### src/hdl/hdtn_pkg.sv
// Shared types and constants for the Hermitian tridiagonal norm block.
// Used by every module under hdl; depends on nothing.
package hdtn_pkg;

	localparam int ValW   = 24;
	localparam int MagW   = 25;
	localparam int NormW  = 30;
	localparam int SumW   = 64;
	localparam int RootW  = 32;
	localparam int QDepth = 2;
	localparam int QCntW  = $clog2(QDepth + 1);
	localparam int QPtrW  = $clog2(QDepth);

	localparam logic [1:0] MODE_MAX  = 2'd0;
	localparam logic [1:0] MODE_ONE  = 2'd1;
	localparam logic [1:0] MODE_FROB = 2'd2;

	localparam logic [NormW-1:0] NormMax = '1;

	// one classified row as it waits between the front and back parts
	typedef struct packed {
		logic [ValW-1:0] dmag;
		logic [ValW-1:0] re_mag;
		logic [ValW-1:0] im_mag;
		logic            last;
		logic [1:0]      mode;
	} row_t;

	function automatic logic [ValW-1:0] abs_val(input logic [ValW-1:0] v);
		abs_val = v[ValW-1] ? ValW'(-v) : v;
	endfunction

endpackage

### src/hdl/hdtn_queue.sv
// Short row queue between the front and back parts.
// Depends on hdtn_pkg.
module hdtn_queue (
	input  logic                        clk,
	input  logic                        arst_n,
	input  logic                        push,
	input  hdtn_pkg::row_t              wr_row,
	input  logic                        pop,
	output logic                        full,
	output logic                        rd_valid,
	output hdtn_pkg::row_t              rd_row,
	output logic [hdtn_pkg::QCntW-1:0]  count
);
	import hdtn_pkg::*;

	row_t             mem_q [QDepth];
	logic [QPtrW-1:0] wr_q;
	logic [QPtrW-1:0] rd_q;
	logic [QCntW-1:0] cnt_q;

	always_ff @(posedge clk) begin
		if (push) begin
			mem_q[wr_q] <= wr_row;
		end
	end

	always_ff @(posedge clk or negedge arst_n) begin
		if (!arst_n) begin
			wr_q  <= '0;
			rd_q  <= '0;
			cnt_q <= '0;
		end else begin
			if (push) wr_q <= QPtrW'((32'(wr_q) + 1) % QDepth);
			if (pop)  rd_q <= QPtrW'((32'(rd_q) + 1) % QDepth);
			if (push && !pop)      cnt_q <= cnt_q + 1'b1;
			else if (pop && !push) cnt_q <= cnt_q - 1'b1;
		end
	end

	assign full     = (cnt_q == QCntW'(QDepth));
	assign rd_valid = (cnt_q != '0);
	assign rd_row   = mem_q[rd_q];
	assign count    = cnt_q;

endmodule

### config.mk
export PLATFORM = sky130hd
export DESIGN_NAME = hdtn_queue
export DESIGN_NICKNAME = d
export VERILOG_FILES = /design/src/hdl/hdtn_pkg.sv /design/src/hdl/hdtn_queue.sv
export SDC_FILE = /design/constraint.sdc
export NUM_CORES = 1
export LEC_CHECK = 0
export BUFFER_PORTS_ARGS = -buffer_cell sky130_fd_sc_hd__buf_2
export CORE_ASPECT_RATIO = 0.7
export CORE_MARGIN = 5
export CORE_UTILIZATION = 35
export DETAILED_ROUTE_END_ITERATION = 10
export GPL_TIMING_DRIVEN = 0
export HOLD_SLACK_MARGIN = 0.12
export SETUP_SLACK_MARGIN = 0.2
export SYNTH_ARGS = -nofsm -noshare
export SYNTH_HDL_FRONTEND = slang
export SYNTH_SLANG_ARGS = --single-unit
### constraint.sdc
create_clock -name clk -period 11.19 [get_ports clk]
set_clock_uncertainty 0.1 [all_clocks]
set_input_delay 2.238 -clock clk [delete_from_list [all_inputs] [get_ports clk]]
set_output_delay 2.238 -clock clk [all_outputs]
set_load 0.02 [all_outputs]
==> impl_results.md <==
* Status: finished clean
* Synth-to-layout area growth at 30.1%
* Pre-CTS WS at 7.20 ns
* Leak Pwr at 2.93 nW
* DR DRC count at 0
* Die height at 117 um
* Max IR drop VDD at 0.137 mV
* Top fanout value on the critical path at 10
* Global-route wire length before repair at 16.8 mm
* DIE WIDTH at 163 um
* I/O Buffers at 157
* Final Hold Viols at 0
* MaxCap Viol Count at 0
* Global Route Usage Sum at 11.8%
* CP Class: register to primary output
* FMAX at 0.245 GHz
* Initial core utilization at 35.4%
* Largest net degree at the start of global routing at 55
* Power Dens Cells at 271 mW/mm2
* Post-route setup slack at 7.11 ns
* Ranking of synthesized cells by area: edfxtp_1, mux2_4, mux2_2, dfrtp_1, buf_6
* Core area at 0.0162 mm2
* Die ar. at 0.0191 mm2
* Boundary Pins at 158
* DR vias at 2,861
* Final worst-path cycle share at 36.5%
* Vias in the first global route at 3,195
* # placed instances at 634
* CTS tree: built
* CTS Sinks at 154
* Synthesized area at 0.00576 mm2
* Post-synthesis register bit count at 154
* # hold bufs at CTS at 0
* Mapped Avg Cell Area at 23.1 um2
* Routed wire per std cell at 16.4 um
* CTS root buffer: clkbuf_16
* Post-synthesis sequential area ratio at 80.0%
* Final setup fails at 0
* Drt initial violations at 128
* Post-synth top area share at 78.3%
* Min Hold Slack at 0.414 ns
* Via density at 4.30
* CP Data Required Time at 8.85 ns
* FP Rows at 39
* Non-Filler Instances at 665
* CP arrival at 1.74 ns
* Routability cong. at 0.734
* Critical path launch point type: register
* Cell count after synthesis at 249
* HPWL after detailed placement at 7.61 mm
* TritonCTS Buffers at 17
* Yosys top cell by area: edfxtp_1
* Crit. End Element: primary output
* Setup TNS at 0 ns
* Yosys warnings at 0
* Unique cell type count in the Yosys netlist at 15
* Total power at 2.03 mW
* RSZ-0062 raised after global routing: no
* CTS HTree Levels at 4
* Clk buf depth at 2
* Number of antenna diodes at 0
* Final Core Density at 46.1%
* Worst-margin pin slew at 0.689 ns
* Post-route ant nets at 0
* Final Critical Period at 4.08 ns
* Final Cell Area at 0.00749 mm2
* Clock-pin slew on the worst setup and hold paths at 0.06 ns
* Clock Latency Late Sink at 0.40 ns
* Routed Wire Length at 10.9 mm
* Cts repair resizes at 0
* Slew headroom at 54.0%
* Initial antenna violation count at 0
* Mapped Nets at 329
* Setup bufs post-CTS at 0
* Router iterations before antenna repair at 3
* Layout Nets at 508
* Layout cells sized above 1 at 63.0%
* Hold Crit Class: register to register
* Area after DPL at 0.00690 mm2
* Final slew viol count at 0
* Grt ovf at 0
registers in the layout, indices dropped and copies added, names as in the netlist:
name,flops
wr_q,1
count,2
mem_q,150
rd_q,1
layout by cell type, fill, tap and decap left out:
cell and count:
and2_4 1, buf_12 2, buf_16 1, buf_2 160, buf_4 1, buf_6 4
bufinv_16 2, clkbuf_16 17, clkinv_4 2, clkinvlp_4 5, dfrtp_1 4, edfxtp_1 150
ha_1 1, inv_1 1, inv_6 3, inv_8 2, mux2_2 35, mux2_4 40
nor2_1 1, nor2b_1 1, nor2b_4 1, or2_2 1, xnor2_1 1, xor2_1 4
synth_stat cells (all sizes together):
| library cell | count |
|---|---|
| and2 | 1 |
| buf | 8 |
| dfrtp | 4 |
| edfxtp | 150 |
| ha | 1 |
| inv | 1 |
| mux2 | 75 |
| nor2 | 1 |
| nor2b | 2 |
| or2 | 1 |
| xnor2 | 1 |
| xor2 | 4 |
cell type report:
class / count / area (um2)
clock inverter: 14 / 164
inverter: 1 / 3.75
multi-input combinational: 86 / 1090
buffer: 8 / 67.6
tap: 225 / 282
clock buffer: 17 / 425
timing repair buffer: 160 / 853
sequential: 154 / 4600
fill: 1436 / 8760
worst paths after layout:
kind	start	endpoint	slack (ns)	cells past startpoint
min in group asynchronous	arst_n	count[0]	1.52	1
max in group asynchronous	arst_n	wr_q	9.33	1
setup reg to reg	wr_q	mem_q[0][21]	9.26	3
hold / removal	count[1]	count[1]	0.41	1
hold reg to reg	count[1]	count[1]	0.41	1
setup / recovery	rd_q	rd_row[14]	7.11	4
report_power, final:
| group | switching, mW | internal (mW) | leakage, nW |
|---|---|---|---|
| clock | 0.230 | 0.332 | 0.272 |
| sequential | 0.0302 | 0.765 | 1.45 |
| combinational | 0.382 | 0.291 | 1.21 |
metal layers:
layer | part of all wire (%) | routed length [um] | GRT usage (%)
met1 | 44 | 4780 | 14.8
met2 | 46 | 4980 | 18.1
met3 | 9.0 | 983 | 5.57
met4 | 1.1 | 124 | 4.36
met5 | 0 | 0 | 0
critical path, cell delays in order, from the launching register on:
cell and delay [ns]:
dfrtp_1 0.39, buf_4 0.24, buf_6 0.21, mux2_4 0.32, buf_2 0.16
cell families after synthesis:
group                      synth area share, %
and+or+nand+nor                          0.500
muxes                                     17.3
adders and majority gates                0.217
xor gates and xnor gates                 0.761
DFF                                       80.0
buffers and inverters                     1.24
Note: power is estimated with default switching activity, not from simulation.
