File: src/hdl/hdtn_pkg.sv
// Shared types and constants for the Hermitian tridiagonal norm block.
// Used by every module under hdl; depends on nothing.
package hdtn_pkg;

	localparam int ValW   = 24;
	localparam int MagW   = 25;
	localparam int NormW  = 30;
	localparam int SumW   = 64;
	localparam int RootW  = 32;
	localparam int QDepth = 2;
	localparam int QCntW  = $clog2(QDepth + 1);
	localparam int QPtrW  = $clog2(QDepth);

	localparam logic [1:0] MODE_MAX  = 2'd0;
	localparam logic [1:0] MODE_ONE  = 2'd1;
	localparam logic [1:0] MODE_FROB = 2'd2;

	localparam logic [NormW-1:0] NormMax = '1;

	// one classified row as it waits between the front and back parts
	typedef struct packed {
		logic [ValW-1:0] dmag;
		logic [ValW-1:0] re_mag;
		logic [ValW-1:0] im_mag;
		logic            last;
		logic [1:0]      mode;
	} row_t;

	function automatic logic [ValW-1:0] abs_val(input logic [ValW-1:0] v);
		abs_val = v[ValW-1] ? ValW'(-v) : v;
	endfunction

endpackage

File: src/hdl/hdtn_front.sv
// Front part: holds the mode register, takes rows and turns them into magnitudes.
// Depends on hdtn_pkg.
module hdtn_front (
	input  logic                 clk,
	input  logic                 arst_n,
	input  logic                 cfg_we,
	input  logic [1:0]           cfg_wdata,
	input  logic                 s_tvalid,
	output logic                 s_tready,
	input  logic [71:0]          s_tdata,
	input  logic                 s_tlast,
	input  logic                 q_full,
	output logic                 q_push,
	output hdtn_pkg::row_t       q_row
);
	import hdtn_pkg::*;

	logic [1:0] mode_q;

	always_ff @(posedge clk or negedge arst_n) begin
		if (!arst_n) begin
			mode_q <= MODE_MAX;
		end else if (cfg_we) begin
			mode_q <= cfg_wdata;
		end
	end

	assign s_tready = !q_full;
	assign q_push   = s_tvalid && !q_full;

	always_comb begin
		q_row.dmag   = abs_val(s_tdata[23:0]);
		q_row.re_mag = abs_val(s_tdata[47:24]);
		q_row.im_mag = abs_val(s_tdata[71:48]);
		q_row.last   = s_tlast;
		q_row.mode   = mode_q;
	end

endmodule

File: config.mk
export PLATFORM = sky130hd
export DESIGN_NAME = hdtn_front
export DESIGN_NICKNAME = d
export VERILOG_FILES = /design/src/hdl/hdtn_pkg.sv /design/src/hdl/hdtn_front.sv
export SDC_FILE = /design/constraint.sdc
export NUM_CORES = 1
export LEC_CHECK = 0
export BUFFER_PORTS_ARGS = -buffer_cell sky130_fd_sc_hd__buf_2
export CORE_UTILIZATION = 25
export DETAILED_ROUTE_END_ITERATION = 7
export PLACE_DENSITY = 0.61
export SYNTH_ARGS = -nofsm -noshare
export SYNTH_HDL_FRONTEND = slang
export SYNTH_SLANG_ARGS = --single-unit
export TNS_END_PERCENT = 30
File: constraint.sdc
create_clock -name clk -period 1.85 [get_ports clk]
set_clock_uncertainty 0.15 [all_clocks]
set_input_delay 0 -clock clk [delete_from_list [all_inputs] [get_ports clk]]
set_output_delay 0 -clock clk [all_outputs]
set_load 0.05 [all_outputs]
==> results.md <==
* Status: finished clean
* Commonest cells in the netlist: xnor2_1 (62), nand2_1 (29), o31ai_1 (22)
* Largest net degree at the start of global routing at 25
* Post-Syn Nets at around 300
* Slew headroom at 67.0%
* CP arrival at between 1.5 and 2 ns
* CP Class: in -> out
* Largest stage delay on the critical path at between 0.5 and 0.6 ns
* Worst path required time at ~1.7 ns
* Worst VDD drop at 0.405 mV
* Number of buffers on the longest clock path at 2
* Ys async rst share at 100%
* Top_reg_cell synth: dfrtp_1
* Max Freq at between 500 and 600 MHz
* Slew @ Worst Pin at a little under 0.5 ns
* Core area at ~0.006 mm^2
* Total CTS buffers at 3
* Static leakage at ~1.2 nW
* Final setup fails at 0
* Vias/cell at ~5
* Final min period at 1.79 ns
* Initial core utilization at a little over a quarter
* Synth-to-Final Area Change at 76.1%
* Clock sink count at 2
* Nets at 483
* XOR/XNOR Fraction of Synth Area at about a third
* Final Util at between 40 and 50%
* CP Max Fanout at 4
* CP max stage cell: or4_4
* PD cells at approximately 520 mW/mm^2
* Root buf cell: clkbuf_8
* # diodes at 0
* Gpl congestion at 0.804
* Pre-CTS WS at -0.0199 ns
* Antenna violations before repair at 0
* Area leader, netlist: xnor2_1
* GR Util All Layers at between 10% and 20%
* Mapped Area at ~0.0016 mm^2
* Die span in x at approximately 81 um
* Largest family of logic cells by synthesized area: XOR/XNOR gates
* Seq/Total Area, Yosys at 3.17%
* CTS tree: built
* Post-synth top area share at between 30% and 40%
* Setup TNS at 0 ns
* YS warnings at 0
* Power Total at between 1 and 1.5 mW
* Post-synth EDFFs at 0
* Top reg by flops: mode_q
* Worst min path class: in -> out
* Synth top area cells: xnor2_1 (34%), o31ai_1 (10%), nand2_1 (6.9%), nor4_1 (4.0%), o41ai_1 (3.9%)
* Setup crit end kind: primary output
* Final Instance Area at around 0.0028 mm^2
* Vias in the first global route at 2,018
* Hold Vio Cnt, Final at 0
* Synthesized instance count at 225
* Count leader, synth: xnor2_1
* Placed Area at 0.00254 mm^2
* Worst setup SP type: input port
* Global route overflow at 0
* RSZ-0062 raised after global routing: yes
* IO Count at between 150 and 200
* Die H at 81.4 um
* Avg Inst Size Synth at between 7 and 8 um^2
* WL/cell at roughly 12 um
* H-tree lvl count at 1
* Yosys reg bits at 2
* Worst setup margin at around 0.056 ns
* Routed via count at 2,299
* Distinct cells, synth at 33
* Post-synthesis compound-gate area fraction at about a fifth
* CP cell instances: buf_2 > or4_4 > or3_1 > o31ai_2 > xnor2_1 > clkbuf_4
* Clock Latency Late Sink at 0.21 ns
* Post-route clock period utilization at between 90% and 100%
* Antenna viol nets, final at 0
* Full die area at 0.00663 mm^2
* HPWL after detailed placement at about 4600 um
* WL final at ~5500 um
* Biggest registers after layout: mode_q: 2 flops
* Simple-Gate Fraction of Synth Area at between 30% and 40%
* First-pass GRT wire length at about 8400 um
* Mux cell area share after synthesis at approximately 1.4%
* # DRC at 0
* Row Count at 28
* Max reg flops at 2
* First-pass DRT Iterations at 4
* Share of layout cells above drive strength 1 at 49.7%
* PortBufs at 154
* Max cap viols at 0
* Post-Synth Adder-Cell Area at 2.38%
* Initial DRC Count at 55
* Fin. max-slew vios at 0
area by class of cell:
| class | instances | area (um^2) |
|---|---|---|
| timing repair buffer | 180 | 1040 |
| inverter | 9 | 41.3 |
| clock buffer | 3 | 41.3 |
| fill | 606 | 3210 |
| multi-input combinational | 204 | 1510 |
| tap | 75 | 93.8 |
| sequential | 2 | 50.0 |
cells by family (layout without fill, tap and decap cells):
family / after synthesis / after routing
buf+inv: 19 / 192
mux: 2 / 2
compound gates: 49 / 49
fa+ha+maj: 3 / 3
simple gates: 87 / 87
xor+xnor: 63 / 63
flops: 2 / 2
per-stage QoR:
stage | hold slack (ns) | instances
3_3_place_gp | -0.364 | 463
5_1_grt | 0.182 | 473
2_1_floorplan | -0.446 | 225
3_5_place_dp | -0.361 | 463
4_1_cts | 0.171 | 473
6_report | 0.172 | 473
path summary, 6_finish.rpt:
kind                             start   endpoint  slack [ns]  cells past startpoint
min in group asynchronous       arst_n  mode_q[1]        0.50                      3
setup / recovery           s_tdata[66]  q_row[24]        0.06                      6
setup reg to reg             mode_q[1]  mode_q[1]        0.39                      2
hold / removal              s_tdata[0]  q_row[51]        0.17                      2
max in group asynchronous       arst_n  mode_q[0]        0.92                      3
hold reg to reg              mode_q[0]  mode_q[0]        0.91                      2
power breakdown:
part           internal (mW)  total, mW  switching (mW)  leakage, nW
Sequential            0.0485     0.0506         0.00210       0.0234
Clock                  0.137      0.167          0.0297       0.0216
Combinational          0.354       1.23           0.874         1.15
layer usage:
| layer | routed length, um | GRT usage, % | part of all wire, % |
|---|---|---|---|
| met4 | 59 | 2.32 | 1.1 |
| met1 | 2360 | 18.8 | 43 |
| met2 | 2660 | 28.1 | 48 |
| met5 | 0 | 0 | 0 |
| met3 | 426 | 1.89 | 7.7 |
critical path, delay by kind of cell:
| family | cells | cell delay, ns |
|---|---|---|
| buffers and inverters | 2 | 0.35 |
| xor gates and xnor gates | 1 | 0.14 |
| AOI/OAI and AO/OA | 1 | 0.27 |
| and+or+nand+nor | 2 | 0.89 |
cells in the final DEF, fill, tap and decap left out, drive strengths merged, types with 2 or more instances in the layout:
cell type	count
nor3	7
buf	164
nor4b	3
nand2b	5
nor2	7
nor4	12
o21ai	19
o31ai	23
mux2	2
nand3	5
or4	5
or3	4
ha	3
o41ai	7
xnor2	62
nand2	30
dfrtp	2
dlygate4sd3	7
nand3b	2
nand4	4
inv	9
clkbuf	12
repair_timing:
item                                   CTS  global route
pin swaps                                0             4
buffers inserted                         0             0
setup endpoints to repair                4            20
hold buffers                             7             0
endpoints found under the hold margin    5             0
gates resized for setup                  4            32
Power figures use the tool's default switching activity.
